File: src/hdl/nsbmd_pkg.sv
// shared types, constants and float helpers for the block mean downsampler
`default_nettype none
package nsbmd_pkg;

   localparam int MAX_DIM_DEF     = 1024;
   localparam int MAX_FACTOR_DEF  = 16;
   localparam int ACC_ENTRIES_DEF = 4096;

   localparam int VOX_W      = 32;
   localparam int BLK_W      = 10;
   localparam int CNT_W      = 13;
   localparam int DIM_REG_W  = 11;
   localparam int FAC_REG_W  = 5;
   localparam int CSR_IDX_W  = 3;
   localparam int CSR_DATA_W = 11;

   localparam logic [CSR_IDX_W-1:0] REG_DIM_X    = 3'd0;
   localparam logic [CSR_IDX_W-1:0] REG_DIM_Y    = 3'd1;
   localparam logic [CSR_IDX_W-1:0] REG_DIM_Z    = 3'd2;
   localparam logic [CSR_IDX_W-1:0] REG_FACTOR_X = 3'd3;
   localparam logic [CSR_IDX_W-1:0] REG_FACTOR_Y = 3'd4;
   localparam logic [CSR_IDX_W-1:0] REG_FACTOR_Z = 3'd5;

   localparam logic [DIM_REG_W-1:0] DIM_RESET    = 11'd1024;
   localparam logic [FAC_REG_W-1:0] FACTOR_RESET = 5'd2;

   localparam logic [31:0] QNAN_BITS = 32'h7FC0_0000;
   localparam logic [31:0] NEG_ZERO  = 32'h8000_0000;

   typedef struct packed {
      logic setup_step;
      logic ovf_calc;
      logic load;
      logic upd_first;
      logic upd_keep;
      logic add_align;
      logic norm_step;
      logic add_round;
      logic mem_wr;
      logic set_nan;
      logic div_init;
      logic dnorm_step;
      logic div_start;
      logic div_step;
      logic div_round;
      logic out_load;
      logic advance;
   } cmd_type;

   typedef struct packed {
      logic cfg_hit;
      logic setup_done;
      logic ovf;
      logic first;
      logic blank;
      logic last;
      logic norm_done;
      logic dnorm_done;
      logic div_done;
      logic cnt_zero;
      logic out_free;
   } sts_type;

   function automatic logic is_nan(input logic [31:0] b);
      return (b[30:23] == 8'hFF) && (b[22:0] != 23'd0);
   endfunction

   // round to nearest even and pack; mant_in[26] is the leading bit position,
   // mant_in[2] guard, mant_in[1:0] sticky; exponents below one are denormalised
   function automatic logic [31:0] fp_round(input logic sign,
                                            input logic signed [10:0] exp_in,
                                            input logic [26:0] mant_in);
      logic signed [10:0] e;
      logic [26:0] r;
      logic [10:0] sh;
      logic [26:0] mask;
      logic lost;
      logic [23:0] m;
      logic up;
      logic [24:0] m25;
      logic [31:0] res;
      e    = exp_in;
      r    = mant_in;
      lost = 1'b0;
      sh   = '0;
      mask = '0;
      if (e < 11'sd1) begin
         sh = 11'(11'sd1 - e);
         if (sh >= 11'd27) begin
            lost = |r;
            r    = '0;
         end else begin
            mask = (27'd1 << sh[4:0]) - 27'd1;
            lost = |(r & mask);
            r    = r >> sh[4:0];
         end
         r[0] = r[0] | lost;
         e    = 11'sd1;
      end
      m   = r[26:3];
      up  = r[2] & (r[1] | r[0] | m[0]);
      m25 = {1'b0, m} + 25'(up);
      if (m25[24]) begin
         m = m25[24:1];
         e = e + 11'sd1;
      end else begin
         m = m25[23:0];
      end
      if (e >= 11'sd255) begin
         res = {sign, 8'hFF, 23'd0};
      end else begin
         res = {sign, (m[23] ? e[7:0] : 8'd0), m[22:0]};
      end
      return res;
   endfunction

endpackage
`default_nettype wire

File: src/hdl/nsbmd_ctrl.sv
// sequencing state machine for the block mean downsampler
`default_nettype none
module nsbmd_ctrl
   import nsbmd_pkg::*;
(
   input  wire logic clock,
   input  wire logic reset,
   input  wire sts_type sts,
   input  wire logic req_valid,
   output logic req_ready,
   output cmd_type cmd
);

   localparam logic [3:0] S_SETUP  = 4'd0;
   localparam logic [3:0] S_OVF    = 4'd1;
   localparam logic [3:0] S_IDLE   = 4'd2;
   localparam logic [3:0] S_READ   = 4'd3;
   localparam logic [3:0] S_NORM   = 4'd4;
   localparam logic [3:0] S_ROUND  = 4'd5;
   localparam logic [3:0] S_WRITE  = 4'd6;
   localparam logic [3:0] S_CHECK  = 4'd7;
   localparam logic [3:0] S_DNORM  = 4'd8;
   localparam logic [3:0] S_DIV    = 4'd9;
   localparam logic [3:0] S_DROUND = 4'd10;
   localparam logic [3:0] S_FINISH = 4'd11;

   logic [3:0] state_ff, state_in;

   assign req_ready = (state_ff == S_IDLE);

   always_comb begin
      state_in = state_ff;
      cmd      = '0;
      case (state_ff)
         S_SETUP: begin
            cmd.setup_step = 1'b1;
            if (sts.setup_done) begin
               state_in = S_OVF;
            end
         end
         S_OVF: begin
            cmd.ovf_calc = 1'b1;
            state_in     = S_IDLE;
         end
         S_IDLE: begin
            if (req_valid) begin
               cmd.load = 1'b1;
               state_in = S_READ;
            end
         end
         S_READ: begin
            if (sts.ovf) begin
               cmd.set_nan = 1'b1;
               state_in    = S_FINISH;
            end else if (sts.first) begin
               cmd.upd_first = 1'b1;
               state_in      = S_WRITE;
            end else if (sts.blank) begin
               cmd.upd_keep = 1'b1;
               state_in     = S_CHECK;
            end else begin
               cmd.add_align = 1'b1;
               state_in      = S_NORM;
            end
         end
         S_NORM: begin
            if (sts.norm_done) begin
               state_in = S_ROUND;
            end else begin
               cmd.norm_step = 1'b1;
            end
         end
         S_ROUND: begin
            cmd.add_round = 1'b1;
            state_in      = S_WRITE;
         end
         S_WRITE: begin
            cmd.mem_wr = 1'b1;
            state_in   = S_CHECK;
         end
         S_CHECK: begin
            if (!sts.last) begin
               state_in = S_FINISH;
            end else if (sts.cnt_zero) begin
               cmd.set_nan = 1'b1;
               state_in    = S_FINISH;
            end else begin
               cmd.div_init = 1'b1;
               state_in     = S_DNORM;
            end
         end
         S_DNORM: begin
            if (sts.dnorm_done) begin
               cmd.div_start = 1'b1;
               state_in      = S_DIV;
            end else begin
               cmd.dnorm_step = 1'b1;
            end
         end
         S_DIV: begin
            if (sts.div_done) begin
               state_in = S_DROUND;
            end else begin
               cmd.div_step = 1'b1;
            end
         end
         S_DROUND: begin
            cmd.div_round = 1'b1;
            state_in      = S_FINISH;
         end
         S_FINISH: begin
            if (!sts.last) begin
               cmd.advance = 1'b1;
               state_in    = S_IDLE;
            end else if (sts.out_free) begin
               cmd.out_load = 1'b1;
               cmd.advance  = 1'b1;
               state_in     = S_IDLE;
            end
         end
         default: begin
            state_in = S_SETUP;
         end
      endcase
      if (sts.cfg_hit) begin
         state_in = S_SETUP;
         cmd      = '0;
      end
   end

   always_ff @(posedge clock) begin
      if (reset) begin
         state_ff <= S_SETUP;
      end else begin
         state_ff <= state_in;
      end
   end

endmodule
`default_nettype wire

File: config.mk
export PLATFORM = sky130hd
export DESIGN_NAME = nsbmd_ctrl
export DESIGN_NICKNAME = d
export VERILOG_FILES = /design/src/hdl/nsbmd_pkg.sv /design/src/hdl/nsbmd_ctrl.sv
export SDC_FILE = /design/constraint.sdc
export NUM_CORES = 1
export LEC_CHECK = 0
export BUFFER_PORTS_ARGS = -buffer_cell sky130_fd_sc_hd__buf_2
export CORE_AREA = 2 2 39 41
export DETAILED_ROUTE_END_ITERATION = 6
export DIE_AREA = 0 0 41 43
export PLACE_DENSITY = 0.76
export SLEW_MARGIN = 20
export SYNTH_ARGS = -nofsm -noshare
export SYNTH_HDL_FRONTEND = slang
export SYNTH_SLANG_ARGS = --single-unit
export TNS_END_PERCENT = 1
File: constraint.sdc
create_clock -name clock -period 1.6 [get_ports clock]
set_input_delay 0 -clock clock [delete_from_list [all_inputs] [get_ports clock]]
set_output_delay 0 -clock clock [all_outputs]
set_load 0.005 [all_outputs]
==> results.sh, run 1 <==
export IMPL_outcome="finished, final reports clean"
export IMPL_tns_ns=0
export IMPL_clock_tree_buffer_depth=2
export IMPL_cp_end_kind="output port"
export IMPL_coreArea_um2=1384
export IMPL_place_congestion=0.8032
export IMPL_cp_max_fo=8
export IMPL_synth_seq_cells=4
export IMPL_initial_core_util=0.3617
export IMPL_cpPeakStageDelay_ns=0.42
export IMPL_multi_input_area_um2=394.1
export IMPL_cp_arrival_ns=1.48
export IMPL_worst_hold_path_endpoint="state_ff[3]$_SDFFE_PP0P_"
export IMPL_synthToLayoutAreaGrowth_pct=43.25
export IMPL_hold_viol=0
export IMPL_top_register="state_ff"
export IMPL_grt_pass1_vias=501
export IMPL_synthFlopType="dfxtp_1"
export IMPL_critPathLaunch="state_ff[0]$_SDFFE_PP0P_"
export IMPL_seqPwrFrac=0.359
export IMPL_largest_reg_flops=4
export IMPL_dieArea_um2=1763
export IMPL_nNetsFinal=124
export IMPL_switching_share=0.2683
export IMPL_rsz0062_at_grt="false"
export IMPL_crit_family="simple AND/OR/NAND/NOR gates"
export IMPL_finalSetupViolations=0
export IMPL_grt_pass1_wl_um=2028
export IMPL_p_total_uw=296.4
export IMPL_cts_buffers_inserted=3
export IMPL_via_per_inst=5.597
export IMPL_post_route_period_util=0.9264
export IMPL_diodes=0
export IMPL_clkSinkCount=4
export IMPL_root_buffer="clkbuf_4"
export IMPL_ys_top_cells_by_area="dfxtp_1 (16%), nor4_1 (8.8%), and3_1 (7.5%)"
export IMPL_fmax_mhz=674.7
export IMPL_peakVddDrop_mv=0.3502
export IMPL_synth_top_area_frac=0.1600
export IMPL_synthesis_nets=89
export IMPL_syn_avg_cell_area_um2=6.673
export IMPL_ff_latch_area_um2=80.08
export IMPL_synth_most_common_cell="nor2_1"
export IMPL_wl_per_cell_um=11.90
export IMPL_whs_path_depth=2
export IMPL_wl_um=1476
export IMPL_grt_max_degree=15
export IMPL_path_class="reg -> out"
export IMPL_worstReg2RegStart="state_ff[1]$_SDFFE_PP0P_"
export IMPL_cts_tree="done"
export IMPL_powerDensity_nw_per_um2=413.4
export IMPL_clkTransAtPathRegs_ns=0.04
export IMPL_worst_slew_pin_transition_ns=0.2968
export IMPL_synth_area_um2=500.5
export IMPL_skew_ns=0.003707
export IMPL_timing_max_cap_violations=0
export IMPL_dp_cells=121
export IMPL_clock_latency_ns=0.23
export IMPL_num_io_pins=32
export IMPL_dp_final_hpwl_um=1177
export IMPL_rr_endpoint="state_ff[0]$_SDFFE_PP0P_"
export IMPL_io_buffers=31
export IMPL_vias=694
export IMPL_drt_iter0_markers=16
export IMPL_p_clk_frac=0.415
export IMPL_crit_path_start_kind="flip-flop"
export IMPL_grt_ovfl_total=0
export IMPL_antenna_found_initial=0
export IMPL_min_delay_start="reset"
export IMPL_internal_power_uw=216.8
export IMPL_slew_headroom=0.8018
export IMPL_finalMaxSlewViolations=0
export IMPL_r2r_worst_path_cells=4
export IMPL_leakagePower_nw=0.3612
export IMPL_reg_top3="state_ff: 4 flops"
export IMPL_yosysTopAreaCell="dfxtp_1"
export IMPL_htree_levels=1
export IMPL_switching_power_uw=79.52
export IMPL_ys_warn_count=0
export IMPL_post_cts_buffers=0
export IMPL_synthCells=75
export IMPL_dr_pass1_iters=4
export IMPL_finalNonFillerCells=124
export IMPL_synth_cell_types=26
export IMPL_cp_num_buf_inv=2
export IMPL_rows=14
export IMPL_drtAntennaViolNets=0
export IMPL_die_x_um=41
export IMPL_async_flop_share=0
export IMPL_required_ns=1.60
export IMPL_grt_usage=0.1605
export IMPL_die_h_um=43
export IMPL_comb_power_share=0.226
export IMPL_cp_common_cell="and3_1"
export IMPL_crit_chain="buf_4 -> and3_1 -> and3_1 -> a31oi_1 -> nor3_1 -> buf_2"
export IMPL_hp_class="in -> reg"
export IMPL_fillers=141
export IMPL_min_period_ns=1.482
export IMPL_slowest_stage="dfxtp_1"
export IMPL_synth_common_cells="nor2_1 (9), nor4_1 (7), and3_1 (6), nand2_1 (6), nor3_1 (6)"
export IMPL_synth_edf_count=0
export IMPL_postCtsHoldBufs=0
export IMPL_synth_seq_area_share=0.1600
export IMPL_drive_gt1_frac=0.3981
export IMPL_rrSetupSlack_ns=0.15
export IMPL_drc=0
## worst max-delay path by stage
stage / to / depth (start not counted)
floorplan: state_ff[0]$_SDFFE_PP0P_ / 5
global placement: state_ff[0]$_SDFFE_PP0P_ / 4
detailed placement: state_ff[0]$_SDFFE_PP0P_ / 4
CTS: cmd[11] / 5
global route: cmd[7] / 6
finish: cmd[7] / 6
## cell usage in the layout, fill, tap and decap left out, drive strengths merged
cell type and n:
a21o 1, a21oi 3, a221o 1, a22o 1
a31oi 2, and2 1, and3 6, and4b 1
buf 36, clkbuf 3, dfxtp 4, inv 2
mux2i 2, nand2 6, nand2b 5, nor2 9
nor2b 3, nor3 6, nor4 7, nor4b 3
o2111ai 1, o21ai 2, o31a 1, o41ai 1
or3 1
## worst reg2reg max path, delay by kind of cell (launching register included)
kind	cells	cell delay, ns
DFF	1	0.48
and+or+nand+nor	1	0.15
AOI/OAI and AO/OA	3	0.72
## metrics by stage
step	setup slack [ns]	util	cell area [µm²]	hold slack, ns
floorplan	0.3309	-	500.5	0.03110
global placement	0.2280	0.4946	684.4	0.2409
detailed placement	0.1827	0.4946	684.4	0.2462
CTS	0.02842	0.5109	706.9	0.007892
global route	0.006217	0.5181	716.9	0.01901
finish	0.1178	0.5181	716.9	0.004777
## cells by family (layout without fill, tap and decap cells)
kind of cell           count (synthesis)  in the layout  share of synthesized area
multiplexers                           2              2                    0.04000
AO/OA/AOI/OAI                         13             13                     0.1950
buffers and inverters                  8             41                    0.07251
flip-flops                             4              4                     0.1600
AND/OR/NAND/NOR                       48             48                     0.5325
## power by group through the flow
stage	Sequential [mW]	Clock [mW]	Combinational [mW]
5_1_grt	0.107	0.134	0.0740
4_1_cts	0.106	0.124	0.0662
2_1_floorplan	0.106	0	0.0338
6_report	0.106	0.123	0.0669
3_5_place_dp	0.107	0	0.0659
3_3_place_gp	0.107	0	0.0638
## final cells by class
class,count,share of cell area
Multi-Input combinational cell,63,0.5497
Tap cell,16,0.02792
Sequential cell,4,0.1117
Inverter,2,0.01047
Clock buffer,3,0.03141
Timing Repair Buffer,36,0.2688
## routing by layer
layer  GRT usage  share of wire  vias to the layer above
met5           0              0                        -
met4     0.07333          0.010                        0
met3    0.005236          0.090                        2
met2      0.2625           0.44                       34
met1      0.2051           0.46                      308
li1            -              -                      350
## repair_timing
action | 4_1_cts | 5_1_grt
endpoints found under the hold margin | 0 | 0
gates resized for setup | 0 | 3
endpoints found under the setup margin | 0 | 3
Note: power is estimated with default switching activity, not from simulation.
==> run 2, diff against run 1 <==
- BUFFER_PORTS_ARGS: -buffer_cell sky130_fd_sc_hd__buf_2 -> -buffer_cell sky130_fd_sc_hd__clkbuf_2
==> results.sh, run 2 (synthesized netlist as in run 1, its figures left out) <==
export IMPL_outcome="finished, final reports clean"
export IMPL_fin_area_um2=718.2
export IMPL_num_io_pins=32
export IMPL_io_buffers=31
export IMPL_nNetsFinal=124
export IMPL_cpPeakStageDelay_ns=0.50
export IMPL_clkSinkCount=4
export IMPL_drtAntennaViolNets=0
export IMPL_vias=705
export IMPL_die_x_um=41
export IMPL_largest_reg_flops=4
export IMPL_htree_levels=1
export IMPL_grt_ovfl_total=0
export IMPL_hp_class="in -> reg"
export IMPL_ff_latch_area_um2=81.33
export IMPL_wl_um=1538
export IMPL_synthToLayoutAreaGrowth_pct=43.50
export IMPL_peakVddDrop_mv=0.3358
export IMPL_drc=0
export IMPL_rsz0062_at_grt="false"
export IMPL_place_congestion=0.8211
export IMPL_rows=14
export IMPL_initial_core_util=0.3617
export IMPL_post_route_period_util=0.9307
export IMPL_ctsResizeCount=1
export IMPL_min_period_ns=1.489
export IMPL_die_h_um=43
export IMPL_whs_path_depth=2
export IMPL_mostFrequentLayoutCells="clkbuf_2 (31), nor2_1 (8), nor4_1 (7)"
export IMPL_skew_ns=0.009237
export IMPL_cts_tree="done"
export IMPL_timing_max_cap_violations=0
export IMPL_diodes=0
export IMPL_clock_latency_ns=0.25
export IMPL_cp_end_kind="flip-flop"
export IMPL_placement_cell_area_um2=684.4
export IMPL_timing_hold_ws_ns=0.003251
export IMPL_cp_arrival_ns=1.62
export IMPL_crit_chain="nand2b_1 -> a21o_1 -> a221o_1 -> o41ai_2"
export IMPL_fmax_mhz=671.5
export IMPL_required_ns=1.73
export IMPL_multi_input_area_um2=394.1
export IMPL_worst_slew_pin_transition_ns=0.3178
export IMPL_coreArea_um2=1384
export IMPL_postCtsHoldBufs=0
export IMPL_crit_family="compound AO/OA/AOI/OAI gates"
export IMPL_cp_num_buf_inv=0
export IMPL_tns_ns=0
export IMPL_finalSetupViolations=0
export IMPL_clock_tree_buffer_depth=2
export IMPL_worst_path_stages=4
export IMPL_rrSetupSlack_ns=0.11
export IMPL_r2r_worst_path_cells=4
export IMPL_crit_path_start_kind="flip-flop"
export IMPL_finalMaxSlewViolations=0
export IMPL_via_per_inst=5.685
export IMPL_slew_headroom=0.7878
export IMPL_post_cts_buffers=0
export IMPL_hold_viol=0
export IMPL_antenna_found_initial=0
export IMPL_reg_top3="state_ff: 4 flops"
export IMPL_grt_pass1_wl_um=2297
export IMPL_leakagePower_nw=0.3485
export IMPL_path_class="reg -> reg"
export IMPL_grt_pass1_vias=577
export IMPL_fillers=143
export IMPL_layout_commonest_cell="clkbuf_2"
export IMPL_grt_max_degree=15
export IMPL_top_register="state_ff"
export IMPL_drt_iter0_markers=19
export IMPL_dieArea_um2=1763
export IMPL_cp_max_fo=10
export IMPL_drive_gt1_frac=0.4074
export IMPL_dp_final_hpwl_um=1181
export IMPL_dr_pass1_iters=4
export IMPL_cts_buffers_inserted=3
export IMPL_powerDensity_nw_per_um2=426.7
export IMPL_wl_per_cell_um=12.40
export IMPL_clkTransAtPathRegs_ns=0.04
export IMPL_slowest_stage="dfxtp_1"
export IMPL_grt_usage=0.1827
export IMPL_root_buffer="clkbuf_4"
[run 2: cell types whose count changed in the layout (fill, tap and decap cells not counted)]
cell	change
buf_2	-31
clkbuf_2	+31
dfxtp_1	-1
dfxtp_2	+1
[run 2: final timing paths]
path | to | startpoint
setup / recovery | state_ff[0]$_SDFFE_PP0P_ | state_ff[1]$_SDFFE_PP0P_
hold / removal | state_ff[3]$_SDFFE_PP0P_ | reset
setup reg to reg | state_ff[0]$_SDFFE_PP0P_ | state_ff[1]$_SDFFE_PP0P_
hold reg to reg | state_ff[1]$_SDFFE_PP0P_ | state_ff[0]$_SDFFE_PP0P_
[run 2: where the power goes]
group / leakage [nW] / switching [mW] / internal [mW]
combinational: 0.302 / 0.0361 / 0.0305
sequential: 0.0328 / 0.00417 / 0.103
clock: 0.0138 / 0.0486 / 0.0844
[run 2: metal layers]
layer	part of all wire	routed length [µm]	track usage
met1	0.44	681	0.2379
met2	0.45	685	0.2844
met3	0.096	148	0.01571
met4	0.015	23	0.09333
met5	0	0	0
[run 2: final cells by class]
type | instances | share of cell area
clock buffer | 3 | 0.03136
inverter | 2 | 0.01045
multi-input combinational | 63 | 0.5488
sequential | 4 | 0.1132
tap | 16 | 0.02787
timing repair buffer | 36 | 0.2683
[run 2: metrics by stage]
| step | utilization | setup WS, ns | power (mW) | cells |
|---|---|---|---|---|
| CTS | 0.5127 | 0.05297 | 0.3057 | 124 |
| finish | 0.5190 | 0.1109 | 0.3064 | 124 |
| detailed placement | 0.4946 | 0.1700 | 0.1729 | 121 |
| global route | 0.5190 | 0.02734 | 0.3213 | 124 |
| floorplan | - | 0.3309 | 0.1394 | 75 |
| global placement | 0.4946 | 0.2303 | 0.1719 | 121 |
